File: config.mk
export PLATFORM = sky130hd
export DESIGN_NAME = dedup_bounded_stack
export DESIGN_NICKNAME = d
export VERILOG_FILES = /design/src/sv/dbs_pkg.sv /design/src/sv/dbs_front.sv /design/src/sv/dbs_back.sv /design/src/sv/dedup_bounded_stack.sv
export SDC_FILE = /design/constraint.sdc
export NUM_CORES = 1
export LEC_CHECK = 0
export ABC_AREA = 1
export BUFFER_PORTS_ARGS = -buffer_cell sky130_fd_sc_hd__buf_2
export CORE_UTILIZATION = 38
export CTS_BUF_LIST = sky130_fd_sc_hd__clkbuf_8 sky130_fd_sc_hd__clkbuf_16
export DETAILED_ROUTE_END_ITERATION = 8
export GPL_ROUTABILITY_DRIVEN = 1
export MAX_ROUTING_LAYER = met4
export PLACE_DENSITY_LB_ADDON = 0.25
export SLEW_MARGIN = 5
export SYNTH_ARGS = -nofsm -noshare
export SYNTH_HDL_FRONTEND = slang
export SYNTH_HIERARCHICAL = 1
export SYNTH_SLANG_ARGS = --single-unit
File: constraint.sdc
create_clock -name clk -period 10.02 [get_ports clk]
set_input_delay 0.501 -clock clk [delete_from_list [all_inputs] [get_ports clk]]
set_output_delay 0.501 -clock clk [all_outputs]
set_load 0.01 [all_outputs]
File: src/sv/dbs_pkg.sv
// Shared types, widths and status codes for the duplicate-rejecting stack.
package dbs_pkg;

  localparam int DATA_W        = 32;
  localparam int COUNT_W       = 4;
  localparam int DEPTH_DEFAULT = 8;

  localparam logic [1:0] ST_OK    = 2'd0;
  localparam logic [1:0] ST_FULL  = 2'd1;
  localparam logic [1:0] ST_DUP   = 2'd2;
  localparam logic [1:0] ST_EMPTY = 2'd3;

  typedef struct packed {
    logic                     is_pop;
    logic signed [DATA_W-1:0] value;
  } cmd_t;

endpackage

File: src/sv/dbs_front.sv
// Front end: takes input words, decodes them into commands and queues up to two of them.
module dbs_front
  import dbs_pkg::*;
(
  input  logic                     clk,
  input  logic                     rst,
  input  logic                     in_valid,
  output logic                     in_stall,
  input  logic                     kind,
  input  logic signed [DATA_W-1:0] push_value,
  output logic                     cmd_valid,
  output cmd_t                     cmd,
  input  logic                     cmd_take
);

  cmd_t       q [2];
  logic       wr_ptr;
  logic       rd_ptr;
  logic [1:0] used;
  logic       push;
  logic       pop;
  cmd_t       decoded;

  assign in_stall  = (used == 2'd2);
  assign cmd_valid = (used != 2'd0);
  assign cmd       = q[rd_ptr];
  assign push      = in_valid && !in_stall;
  assign pop       = cmd_take && cmd_valid;

  // drop the payload of a pop so the back end sees a clean command
  always_comb begin
    decoded.is_pop = kind;
    decoded.value  = kind ? '0 : push_value;
  end

  always_ff @(posedge clk) begin
    if (push) begin
      q[wr_ptr] <= decoded;
    end
  end

  always_ff @(posedge clk) begin
    if (rst) begin
      wr_ptr <= 1'b0;
      rd_ptr <= 1'b0;
      used   <= 2'd0;
    end else begin
      if (push) begin
        wr_ptr <= ~wr_ptr;
      end
      if (pop) begin
        rd_ptr <= ~rd_ptr;
      end
      case ({push, pop})
        2'b10:   used <= used + 2'd1;
        2'b01:   used <= used - 2'd1;
        default: used <= used;
      endcase
    end
  end

endmodule

File: src/sv/dbs_back.sv
// Back end: stack memory, duplicate scan, fill count and result register.
module dbs_back
  import dbs_pkg::*;
#(
  parameter int DEPTH = DEPTH_DEFAULT
)
(
  input  logic                     clk,
  input  logic                     rst,
  input  logic                     cmd_valid,
  input  cmd_t                     cmd,
  output logic                     cmd_take,
  output logic                     out_valid,
  input  logic                     out_stall,
  output logic [1:0]               status,
  output logic signed [DATA_W-1:0] top_value,
  output logic [COUNT_W-1:0]       count
);

  localparam int AW = (DEPTH > 1) ? $clog2(DEPTH) : 1;
  localparam int FW = $clog2(DEPTH + 1);
  localparam logic [FW-1:0] FULL = FW'(DEPTH);

  localparam logic [1:0] S_IDLE = 2'd0;
  localparam logic [1:0] S_SCAN = 2'd1;
  localparam logic [1:0] S_TOP  = 2'd2;

  logic signed [DATA_W-1:0] entries [DEPTH];
  logic signed [DATA_W-1:0] rd_data;

  logic [1:0]               state, state_next;
  logic [FW-1:0]            fill, fill_next;
  logic [AW-1:0]            scan_idx, scan_idx_next;
  logic signed [DATA_W-1:0] cur_value, cur_value_next;
  logic [1:0]               res_status, res_status_next;

  logic [FW-1:0]            fill_m1;
  logic [FW-1:0]            fill_m2;
  logic                     out_free;
  logic                     rd_en;
  logic [AW-1:0]            rd_addr;
  logic                     wr_en;
  logic signed [DATA_W-1:0] wr_data;
  logic                     emit;
  logic [1:0]               e_status;
  logic signed [DATA_W-1:0] e_top;

  assign fill_m1  = fill - 1'b1;
  assign fill_m2  = fill_m1 - 1'b1;
  assign out_free = !out_valid || !out_stall;
  assign cmd_take = (state == S_IDLE) && cmd_valid && out_free;

  always_comb begin
    state_next      = state;
    fill_next       = fill;
    scan_idx_next   = scan_idx;
    cur_value_next  = cur_value;
    res_status_next = res_status;
    rd_en           = 1'b0;
    rd_addr         = '0;
    wr_en           = 1'b0;
    wr_data         = cur_value;
    emit            = 1'b0;
    e_status        = ST_OK;
    e_top           = '0;
    unique case (state)
      S_IDLE: begin
        if (cmd_take) begin
          cur_value_next = cmd.value;
          if (!cmd.is_pop) begin
            if (fill == FULL) begin
              res_status_next = ST_FULL;
              rd_en           = 1'b1;
              rd_addr         = fill_m1[AW-1:0];
              state_next      = S_TOP;
            end else if (fill == '0) begin
              wr_en     = 1'b1;
              wr_data   = cmd.value;
              fill_next = fill + 1'b1;
              emit      = 1'b1;
              e_top     = cmd.value;
            end else begin
              rd_en         = 1'b1;
              rd_addr       = '0;
              scan_idx_next = '0;
              state_next    = S_SCAN;
            end
          end else begin
            if (fill == '0) begin
              emit     = 1'b1;
              e_status = ST_EMPTY;
            end else if (fill_m1 == '0) begin
              fill_next = '0;
              emit      = 1'b1;
            end else begin
              fill_next       = fill_m1;
              res_status_next = ST_OK;
              rd_en           = 1'b1;
              rd_addr         = fill_m2[AW-1:0];
              state_next      = S_TOP;
            end
          end
        end
      end
      S_SCAN: begin
        if (rd_data == cur_value) begin
          // duplicate found: fetch the unchanged top
          res_status_next = ST_DUP;
          rd_en           = 1'b1;
          rd_addr         = fill_m1[AW-1:0];
          state_next      = S_TOP;
        end else if (scan_idx == fill_m1[AW-1:0]) begin
          if (out_free) begin
            wr_en      = 1'b1;
            fill_next  = fill + 1'b1;
            emit       = 1'b1;
            e_top      = cur_value;
            state_next = S_IDLE;
          end
        end else begin
          scan_idx_next = scan_idx + 1'b1;
          rd_en         = 1'b1;
          rd_addr       = scan_idx + 1'b1;
        end
      end
      S_TOP: begin
        if (out_free) begin
          emit       = 1'b1;
          e_status   = res_status;
          e_top      = rd_data;
          state_next = S_IDLE;
        end
      end
      default: begin
        state_next = S_IDLE;
      end
    endcase
  end

  always_ff @(posedge clk) begin
    if (wr_en) begin
      entries[fill[AW-1:0]] <= wr_data;
    end
    if (rd_en) begin
      rd_data <= entries[rd_addr];
    end
  end

  always_ff @(posedge clk) begin
    scan_idx   <= scan_idx_next;
    cur_value  <= cur_value_next;
    res_status <= res_status_next;
    if (emit) begin
      status    <= e_status;
      top_value <= e_top;
      count     <= COUNT_W'(fill_next);
    end
  end

  always_ff @(posedge clk) begin
    if (rst) begin
      state     <= S_IDLE;
      fill      <= '0;
      out_valid <= 1'b0;
    end else begin
      state <= state_next;
      fill  <= fill_next;
      if (emit) begin
        out_valid <= 1'b1;
      end else if (!out_stall) begin
        out_valid <= 1'b0;
      end
    end
  end

  a_fill_bound: assert property (@(posedge clk) disable iff (rst)
    fill <= FULL)
    else $error("fill count above depth");

  a_scan_nonempty: assert property (@(posedge clk) disable iff (rst)
    state == S_SCAN |-> fill != '0)
    else $error("scan on empty stack");

  a_count_tracks: assert property (@(posedge clk) disable iff (rst)
    out_valid |-> count == COUNT_W'(fill))
    else $error("result count differs from held count");

  a_empty_result: assert property (@(posedge clk) disable iff (rst)
    out_valid && status == ST_EMPTY |-> count == '0 && top_value == '0)
    else $error("empty result with nonzero fields");

  a_busy_no_take: assert property (@(posedge clk) disable iff (rst)
    state != S_IDLE |-> !cmd_take)
    else $error("command taken while busy");

endmodule

File: src/sv/dedup_bounded_stack.sv
// Bounded LIFO stack that rejects duplicate values: top level.
//
// Input channel: in_valid / in_stall with kind (0 push, 1 pop) and push_value.
// A word is taken when in_valid is high and in_stall is low; a two-word queue
// sits behind the input, so in_stall rises only when that queue is full.
// Output channel: out_valid / out_stall with status, top_value and count,
// exactly one result word per input word, in order.
// A pop that empties the stack, a pop on empty, or a push onto an empty stack
// goes from the queue straight to the result register; a full push or a pop
// that leaves elements first reads the top from the entry memory in S_TOP; a
// push onto held elements first walks them in S_SCAN. The entry memory has one
// read port and the duplicate search walks the held entries one per cycle; one
// item is in the back end at a time, so it takes no new command until it emits.
// Reset clears the fill count, the queue and out_valid; entries and result fields are
// left as they are and only held ones are ever read.
// While out_stall is high with out_valid set, the result word holds, the back end
// waits before its next result, and the input keeps filling the queue until in_stall rises.
module dedup_bounded_stack
  import dbs_pkg::*;
#(
  parameter int DEPTH = DEPTH_DEFAULT
)
(
  input  logic                      clk,
  input  logic                      rst,
  input  logic                      in_valid,
  output logic                      in_stall,
  input  logic                      kind,
  input  logic signed [DATA_W-1:0]  push_value,
  output logic                      out_valid,
  input  logic                      out_stall,
  output logic [1:0]                status,
  output logic signed [DATA_W-1:0]  top_value,
  output logic [COUNT_W-1:0]        count
);

  logic cmd_valid;
  logic cmd_take;
  cmd_t cmd;

  dbs_front u_front (
    .clk        (clk),
    .rst        (rst),
    .in_valid   (in_valid),
    .in_stall   (in_stall),
    .kind       (kind),
    .push_value (push_value),
    .cmd_valid  (cmd_valid),
    .cmd        (cmd),
    .cmd_take   (cmd_take)
  );

  dbs_back #(
    .DEPTH (DEPTH)
  ) u_back (
    .clk       (clk),
    .rst       (rst),
    .cmd_valid (cmd_valid),
    .cmd       (cmd),
    .cmd_take  (cmd_take),
    .out_valid (out_valid),
    .out_stall (out_stall),
    .status    (status),
    .top_value (top_value),
    .count     (count)
  );

endmodule
==> impl_results.rst, run 1 <==
.. list-table::
   :header-rows: 1

   * - Metric
     - Value
   * - Run status
     - completed
   * - Count of cell instances traversed by the critical path
     - 16
   * - Most common cell after layout, fill and taps aside
     - nand2_1
   * - TritonCTS clock tree
     - built
   * - Synthesized net count
     - 1962
   * - Worst slew margin
     - 0.113
   * - Initial core utilization
     - 0.384
   * - Minimum hold slack
     - 187 ps
   * - Critical path endpoint
     - u_back/rd_data[4]
   * - Longest individual stage delay on the worst path
     - 710 ps
   * - 1st-pass router iterations
     - 5
   * - Clock Sinks
     - 441
   * - Cells after synthesis
     - 1920
   * - Die area
     - 54000 um^2
   * - Setup skew after layout
     - 19.5 ps
   * - Critical path peak fanout
     - 128
   * - Synthesized area divided by synthesized cell count
     - 10.5 um^2
   * - Synth async-reset ratio
     - 0
   * - Library cells used by synthesis
     - 39
   * - Kind of capture point of the worst setup path
     - flop
   * - Chip height
     - 232 um
   * - Synth warnings
     - 6
   * - Final Setup Violations
     - 0
   * - Synthesized area
     - 20200 um^2
   * - Count of boundary I/O pins
     - 77
   * - Arrival @ worst endpoint
     - 5270 ps
   * - Wire length of the first global-routing pass
     - 74600 um
   * - Net count of the finished layout
     - 2020
   * - Kind of start point of the critical path
     - flop
   * - Post-CTS Hold Fix Bufs
     - 0
   * - Via count of the first global-routing pass
     - 12600
   * - Horiz. Die Dim
     - 232 um
   * - Final worst path period need
     - 4830 ps
   * - Count of filler cells inserted in the layout
     - 4953
   * - Achievable Freq
     - 207 MHz
   * - Kind of cell adding the most delay to the critical path
     - simple AND/OR/NAND/NOR gates
   * - Measured slew at the worst slew-check pin
     - 1330 ps
   * - Pin count of the biggest net entering global routing
     - 129
   * - Post-detailed-route via-to-cell ratio
     - 4.86
   * - Number of antenna violations at the first check in global routing
     - 0
   * - Synth Flop Type
     - edfxtp_1
   * - Average wire per cell in the routed design
     - 18.1 um
   * - R2R Setup Slk
     - 5190 ps
   * - Cell at the slowest stage of the critical path
     - buf_4
   * - Post-route setup TNS
     - 0 ps
   * - Clock root cell
     - clkbuf_16
   * - Final Hold Vio Count
     - 0
   * - Growth of design area from synthesis to finish
     - 11.5%
   * - Clock transition at the registers of the reported paths
     - 60 ps
   * - Crit path from
     - u_back/fill[0]
   * - Share of post-route cells with drive strength above 1
     - 0.115
   * - Fraction of post-synthesis cell area in the top cell type by area
     - 0.638
   * - Drt initial violations
     - 985
   * - Post-detailed-route count of antenna-violating nets
     - 0
   * - Max capacitance violation total
     - 0
   * - Total via count in the routed design
     - 13100
   * - Wirelength, routed
     - 48800 um
   * - Resized Gates After CTS
     - 0
   * - Maximum buffer depth of the clock tree
     - 3
   * - Global-route usage over all layers
     - 0.189
   * - Remaining design rule violation count
     - 0
   * - Number of synthesized flops with an enable pin
     - 429
   * - HPWL reported at the end of detailed placement
     - 29100 um
   * - Required time of the critical path
     - 10460 ps
   * - Classification of the worst setup path
     - flop to flop
   * - Std cell rows
     - 84
   * - Worst flop-to-flop path startpoint
     - u_back/fill[0]
   * - Postcts setup bufs
     - 0
   * - Buffers and inverters on the worst path
     - 2
   * - Cell repeated most along the worst path
     - nand2_1
   * - Final count of pins violating max slew
     - 0
   * - Tcrit/Tclk final
     - 0.482
   * - Dominant cell type by area after synthesis
     - edfxtp_1
   * - R2r endpoint
     - u_back/rd_data[4]
   * - Source-to-sink clock delay at the later pin of the worst-skew pair
     - 570 ps
   * - Power per unit of standard cell area
     - 326 nW/um^2
   * - Crit-path cells
     - inv_2 > ha_1 > or2_1 > nand2_2 > xor2_2 > nand2_2 > nand2_1 > nand2_1 > nand3_4 > buf_4 > nand2_8 > nand2_1 > nand3_1 > nand2_1 > nand2_1 > nand2_1
   * - Max H-tree Level
     - 2
   * - Floorplan Core Area
     - 52600 um^2
   * - Share of the yosys chip area belonging to registers
     - 0.650
   * - Most frequent cells in the layout
     - nand2_1 (465), edfxtp_1 (429), inv_1 (377)
   * - Setup repair after global routing missed its margin
     - no
   * - Number of antenna diodes
     - 0
   * - Worst voltage drop across the vdd grid
     - 0.000223 V
   * - Port Buffers
     - 76
   * - RePlAce Congestion
     - 0.818
   * - Aggregate global routing overflow
     - 0
   * - Total of flip-flops plus latches after synthesis
     - 441
   * - Leak pwr
     - 9.59 nW
   * - Top cells by area in the synthesized netlist
     - edfxtp_1 (64%), nand2_1 (8.7%), inv_1 (6.8%)
   * - HP Class
     - input pin to flop
   * - Number of cells on the worst reg-to-reg path
     - 16
   * - TritonCTS buffer count
     - 45
## metrics by stage
step / worst slack, ps / total power (W) / cell area, um^2 / util / cells
4_1_cts: 5190 / 0.00740 / 22500 / 0.428 / 2702
6_report: 5190 / 0.00734 / 22500 / 0.428 / 2702
3_3_place_gp: 5250 / 0.00570 / 21100 / 0.401 / 2619
5_1_grt: 4850 / 0.00778 / 22500 / 0.428 / 2702
2_1_floorplan: 5400 / 0.00490 / 20200 / - / 1920
3_5_place_dp: 5180 / 0.00576 / 21100 / 0.401 / 2619
## cell type report
type                    instances  area [um^2]  share of cell area
flip-flops and latches        441        13100               0.583
multi-input cells            1017         5160               0.229
inverters                     376         1410              0.0627
clock buffers                  46         1140              0.0506
well taps                     688          861              0.0382
repair buffers                 97          538              0.0239
clock inverters                37          275              0.0122
## registers in the layout, indices dropped and copies added, names as in the netlist, 3 cells and up, named ones only
register / flops
u_back/cur_value: 32
u_back/count: 4
u_back/rd_data: 32
u_back/entries: 256
u_front/q: 66
u_back/top_value: 32
u_back/fill: 4
u_back/scan_idx: 3
## worst register-to-register path, delay by kind of cell, from the launching register on
kind                     cells  cell delay (ps)
flip-flops                   1              670
buffers and inverters        2              970
XOR/XNOR                     1              170
AND/OR/NAND/NOR             12             2630
adder cells (fa/ha/maj)      1              280
## per-layer routing
| metal | wire length [um] | global-route usage | up-vias |
|---|---|---|---|
| met4 | 1090 | 0.0594 | 0 |
| met2 | 23100 | 0.298 | 336 |
| met5 | 0 | - | - |
| met3 | 2660 | 0.0297 | 71 |
| met1 | 22000 | 0.251 | 6333 |
| li1 | - | - | 6399 |
## how the worst min path moves through the flow
stage | slack (ps) | end | depth (start not counted) | startpoint
after floorplan | 460 | flop | 2 | u_front/rd_ptr
after global placement | 480 | u_front/rd_ptr | 2 | u_front/rd_ptr
after detailed placement | 490 | u_front/rd_ptr | 2 | u_front/rd_ptr
after CTS | 160 | u_back/fill[2] | 2 | rst
after global routing | 190 | u_back/state[1] | 2 | rst
final | 190 | u_back/state[1] | 2 | rst
## report_power, final
part	internal [W]	switching, W
Combinational	0.000732	0.00191
Clock	0.000927	0.000698
Sequential	0.00288	0.000187
## synthesized netlist by cell type (7+ instances only)
cell,number
a21oi_1,10
buf_2,46
buf_4,13
buf_6,15
clkbuf_1,9
dfxtp_1,12
edfxtp_1,429
inv_1,368
inv_2,7
mux2_4,30
nand2_1,466
nand3_1,271
nor2_1,85
o211ai_1,20
o21ai_0,47
o221ai_1,14
xnor2_1,23
## cells by family after synthesis
group,Yosys count,share of synthesized area
simple gates,854,0.181
buf+inv,462,0.0992
flops,441,0.650
mux,33,0.0240
xor+xnor,26,0.0120
fa+ha+maj,5,0.00310
compound gates,99,0.0305
No activity file was read; power rests on OpenSTA's default activity.
==> run 2, diff against run 1 <==
Clock period 10.02 ns to 5 ns, I/O delays scaled along.
==> impl_results.rst, run 2 (same netlist as run 1, synthesis figures left out) <==
.. list-table::
   :header-rows: 1

   * - Metric
     - Value
   * - Port Buffers
     - 76
   * - Post-CTS Hold Fix Bufs
     - 3
   * - Classification of the worst setup path
     - flop to flop
   * - Tcrit/Tclk final
     - 0.804
   * - Post-detailed-route via-to-cell ratio
     - 4.87
   * - Cell Count Post-Placement
     - 2630
   * - Kind of start point of the critical path
     - flop
   * - Growth of design area from synthesis to finish
     - 12.5%
   * - Net count of the finished layout
     - 2034
   * - Count of filler cells inserted in the layout
     - 4984
   * - Aggregate global routing overflow
     - 0
   * - Kind of capture point of the worst setup path
     - flop
   * - Chip height
     - 232 um
   * - Number of antenna violations at the first check in global routing
     - 0
   * - Global-route usage over all layers
     - 0.189
   * - Clock root cell
     - clkbuf_16
   * - Wirelength, routed
     - 49200 um
   * - Source-to-sink clock delay at the later pin of the worst-skew pair
     - 560 ps
   * - Number of antenna diodes
     - 0
   * - Measured slew at the worst slew-check pin
     - 1150 ps
   * - Postcts setup bufs
     - 0
   * - Leak pwr
     - 9.68 nW
   * - Die area
     - 54000 um^2
   * - Average wire per cell in the routed design
     - 18.1 um
   * - Remaining design rule violation count
     - 0
   * - Max H-tree Level
     - 2
   * - Final Setup Violations
     - 0
   * - Horiz. Die Dim
     - 232 um
   * - Setup repair after global routing missed its margin
     - no
   * - Wire length of the first global-routing pass
     - 74700 um
   * - Run status
     - completed
   * - 1st-pass router iterations
     - 5
   * - Worst voltage drop across the vdd grid
     - 0.000296 V
   * - Maximum buffer depth of the clock tree
     - 3
   * - TritonCTS buffer count
     - 45
   * - Achievable Freq
     - 249 MHz
   * - Std cell rows
     - 84
   * - Clock Sinks
     - 441
   * - Required time of the critical path
     - 5190 ps
   * - Total via count in the routed design
     - 13200
   * - Worst slew margin
     - 0.225
   * - Area occupied by multi-input gates
     - 5150 um^2
   * - Drt initial violations
     - 1044
   * - Initial core utilization
     - 0.384
   * - Final count of pins violating max slew
     - 0
   * - Most common cell after layout, fill and taps aside
     - nand2_1
   * - HPWL reported at the end of detailed placement
     - 29200 um
   * - Arrival @ worst endpoint
     - 4210 ps
   * - RePlAce Congestion
     - 0.838
   * - Count of boundary I/O pins
     - 77
   * - Post-route setup TNS
     - 0 ps
   * - Final worst path period need
     - 4020 ps
   * - Setup skew after layout
     - 15.6 ps
   * - Clock transition at the registers of the reported paths
     - 60 ps
   * - Via count of the first global-routing pass
     - 12600
   * - Total area of sequential cells
     - 13100 um^2
   * - DP Worst Slack
     - 1010 ps
   * - Critical path peak fanout
     - 35
   * - Max reg flops
     - 256
   * - Most frequent cells in the layout
     - nand2_1 (465), edfxtp_1 (429), inv_1 (372)
   * - Power per unit of standard cell area
     - 655 nW/um^2
   * - Share of post-route cells with drive strength above 1
     - 0.121
   * - Max capacitance violation total
     - 0
   * - Pin count of the biggest net entering global routing
     - 87
   * - Final Hold Vio Count
     - 0
   * - Floorplan Core Area
     - 52600 um^2
   * - Post-layout instance count excluding filler cells
     - 2716
   * - Resized Gates After CTS
     - 0
   * - Post-detailed-route count of antenna-violating nets
     - 0
   * - TritonCTS clock tree
     - built
   * - Final worst-path setup slack
     - 981 ps
   * - HP Class
     - input pin to flop
run 2: cell types whose count changed in the layout (fill, tap and decap cells not counted), sizes merged:
cell	delta
clkinv	+4
dlygate4sd3	+3
clkbuf	+1
buf	+11
inv	-5
run 2: report_power, final:
| part | leakage (nW) | total [W] | switching, W | internal (W) |
|---|---|---|---|---|
| Sequential | 4.06 | 0.00611 | 0.000344 | 0.00576 |
| Clock | 0.730 | 0.00333 | 0.00142 | 0.00191 |
| Combinational | 4.89 | 0.00544 | 0.00388 | 0.00156 |
| Total | 9.68 | 0.0149 | 0.00564 | 0.00924 |
run 2: final cells by class:
cell class                      instances  share of cell area
Clock buffer                           47              0.0518
Clock inverter                         36              0.0121
Inverter                              376              0.0621
Multi-Input combinational cell       1017               0.227
Sequential cell                       441               0.578
Tap cell                              688              0.0379
Timing Repair Buffer                  111              0.0314
run 2: worst paths after layout:
| kind | from | slack, ps | endpoint | cells after the start |
|---|---|---|---|---|
| worst max register to register | u_back/fill[0] | 980 | u_back/entries[1][18] | 15 |
| worst min-delay path | push_value[15] | 30 | u_front/q[0][15] | 3 |
| worst max-delay path | u_back/fill[0] | 980 | u_back/entries[1][18] | 15 |
| worst min register to register | u_front/rd_ptr | 500 | flop | 2 |
run 2: routing by layer:
layer  GRT usage  vias up  part of all wire
met1       0.254     6356              0.45
met2       0.298      362              0.47
met3      0.0251       70             0.055
met5           -        -                 0
li1            -     6430                 -
met4      0.0572        0             0.023
run 2: critical path, cell delays in order, from the launching register on:
cell	delay, ps
dfxtp_1	680
inv_2	150
ha_1	280
or2_1	250
nand2_2	150
xor2_2	160
nand2_2	110
inv_2	80
nand2_1	70
nor2_2	250
nand2_2	60
buf_4	300
nand2_1	150
nand2_1	170
nor3_2	200
buf_4	570
run 2: through the flow:
step / hold slack (ps) / util / cell area, um^2 / total power, W
2_1_floorplan: 319 / - / 20200 / 0.00982
3_3_place_gp: 481 / 0.404 / 21200 / 0.0115
3_5_place_dp: 492 / 0.404 / 21200 / 0.0116
4_1_cts: 1.13 / 0.432 / 22700 / 0.0150
5_1_grt: 15.9 / 0.432 / 22700 / 0.0158
6_report: 25.8 / 0.432 / 22700 / 0.0149
==> run 3, diff against run 2 <==
Clock period 5 ns to 4 ns, I/O delays scaled along.
==> impl_results.rst, run 3 (same netlist as run 1, synthesis figures left out) <==
.. list-table::
   :header-rows: 1

   * - Metric
     - Value
   * - Total power
     - 0.0186 W
   * - Setup skew after layout
     - 19.5 ps
   * - Average wire per cell in the routed design
     - 17.9 um
   * - Kind of start point of the critical path
     - flop
   * - Total via count in the routed design
     - 13400
   * - Drt initial violations
     - 973
   * - Chip height
     - 232 um
   * - Max H-tree Level
     - 2
   * - Measured slew at the worst slew-check pin
     - 992 ps
   * - Wire length of the first global-routing pass
     - 75100 um
   * - Post-detailed-route via-to-cell ratio
     - 4.88
   * - Most frequent cells in the layout
     - nand2_1 (465), edfxtp_1 (429), inv_1 (376)
   * - Count of boundary I/O pins
     - 77
   * - Run status
     - finished with violations
   * - Setup repair after global routing missed its margin
     - no
   * - Cell repeated most along the worst path
     - nand2_1
   * - Max capacitance violation total
     - 0
   * - Power per unit of standard cell area
     - 806 nW/um^2
   * - Internal power
     - 0.0116 W
   * - Max reg flops
     - 256
   * - Crit-path cells
     - inv_2 > ha_1 > nand2_1 > nand2_2 > nand3_2 > nand3_1 > nand2_1 > nand3_4 > nand2_4 > buf_4 > nand2_1 > nand3_1 > nand2_1 > nand2_1 > nand2_1
   * - Achievable Freq
     - 283 MHz
   * - Final worst path period need
     - 3540 ps
   * - Switching fraction of total power
     - 0.376
   * - Part of the total power dissipated in combinational logic
     - 0.372
   * - Initial core utilization
     - 0.384
   * - Clock Sinks
     - 441
   * - Source-to-sink clock delay at the later pin of the worst-skew pair
     - 560 ps
   * - Share of post-route cells with drive strength above 1
     - 0.119
   * - Leak pwr
     - 9.85 nW
   * - Via count of the first global-routing pass
     - 12700
   * - HP Class
     - input pin to flop
   * - Arrival @ worst endpoint
     - 3840 ps
   * - TritonCTS buffer count
     - 44
   * - Growth of design area from synthesis to finish
     - 14.6%
   * - Std cell rows
     - 84
   * - Cell at the slowest stage of the critical path
     - dfxtp_1
   * - Postcts setup bufs
     - 0
   * - Final Setup Violations
     - 0
   * - Kind of capture point of the worst setup path
     - flop
   * - Final worst-path setup slack
     - 463 ps
   * - Clock transition at the registers of the reported paths
     - 60 ps
   * - HPWL reported at the end of detailed placement
     - 28200 um
   * - Longest individual stage delay on the worst path
     - 700 ps
   * - Worst slew margin
     - 0.332
   * - Fraction of power consumed by the clock network
     - 0.219
   * - Required time of the critical path
     - 4300 ps
   * - Most common cell after layout, fill and taps aside
     - nand2_1
   * - Pin count of the biggest net entering global routing
     - 129
   * - Total net switching power
     - 0.00700 W
   * - Final count of pins violating max slew
     - 0
   * - Maximum buffer depth of the clock tree
     - 3
   * - Minimum hold slack
     - 17.1 ps
   * - Floorplan Core Area
     - 52600 um^2
   * - Net count of the finished layout
     - 2066
   * - Count of filler cells inserted in the layout
     - 4869
   * - Final Hold Vio Count
     - 0
   * - 1st-pass router iterations
     - 7
   * - RePlAce Congestion
     - 0.836
   * - Number of antenna violations at the first check in global routing
     - 0
   * - Tcrit/Tclk final
     - 0.884
   * - Clock root cell
     - clkbuf_16
   * - Port Buffers
     - 76
   * - Wirelength, routed
     - 49200 um
   * - Remaining design rule violation count
     - 1
   * - TritonCTS clock tree
     - built
   * - Horiz. Die Dim
     - 232 um
   * - Classification of the worst setup path
     - flop to flop
   * - Sequential fraction of design power
     - 0.409
   * - Global-route usage over all layers
     - 0.190
   * - Worst voltage drop across the vdd grid
     - 0.000467 V
   * - Die area
     - 54000 um^2
   * - Critical path peak fanout
     - 29
   * - Failing checks
     - design-rule violations
   * - DP Worst Slack
     - 482 ps
   * - Number of antenna diodes
     - 0
   * - Post-detailed-route count of antenna-violating nets
     - 0
   * - Aggregate global routing overflow
     - 0
-- run 3: path summary, 6_finish.rpt --
| kind | start | to | slack (ps) | cells past startpoint |
|---|---|---|---|---|
| setup / recovery | u_back/fill[0] | u_back/rd_data[27] | 460 | 15 |
| hold / removal | push_value[31] | u_front/q[1][31] | 20 | 3 |
| setup reg to reg | u_back/fill[0] | u_back/rd_data[27] | 460 | 15 |
| hold reg to reg | u_front/rd_ptr | flop | 500 | 2 |
-- run 3: critical path, delay by kind of cell (launching register included) --
family                     cells  cell delay (ps)
and+or+nand+nor               12             1780
buffers and inverters          2              510
DFF                            1              700
adders and majority gates      1              280
-- run 3: metal layers --
layer | GRT usage | vias to the layer above | part of all wire | wire, um
met1 | 0.254 | 6380 | 0.44 | 21800
met2 | 0.301 | 427 | 0.47 | 23000
met5 | - | - | 0 | 0
li1 | - | 6495 | - | -
met4 | 0.0621 | 0 | 0.029 | 1450
met3 | 0.0228 | 100 | 0.060 | 2970
-- run 3: final cells by class --
cell class,instances,area (um^2),share of cell area
flip-flops and latches,441,13100,0.568
clock inverters,37,298,0.0129
clock buffers,45,1130,0.0487
inverters,376,1410,0.0610
multi-input cells,1017,5160,0.223
well taps,688,861,0.0372
repair buffers,144,1150,0.0496
-- run 3: power groups by stage --
| stage | logic [W] | registers, W | clock network [W] |
|---|---|---|---|
| 2_1_floorplan | 0.00456 | 0.00772 | 0 |
| 3_3_place_gp | 0.00679 | 0.00768 | 0 |
| 3_5_place_dp | 0.00693 | 0.00770 | 0 |
| 4_1_cts | 0.00696 | 0.00762 | 0.00416 |
| 5_1_grt | 0.00768 | 0.00772 | 0.00434 |
| 6_report | 0.00693 | 0.00761 | 0.00408 |
-- run 3: per-stage QoR --
step                setup TNS (ps)   util  instances  instance area (um^2)
floorplan                   -81790      -       1920                 20200
global placement                 0  0.407       2634                 21400
detailed placement               0  0.407       2634                 21400
CTS                              0  0.440       2748                 23100
global route                     0  0.440       2748                 23100
finish                           0  0.440       2748                 23100
-- run 3: timing repair --
action,in CTS,in global routing
gates resized for setup,0,0
endpoints found under the hold margin,67,0
hold buffers,32,0
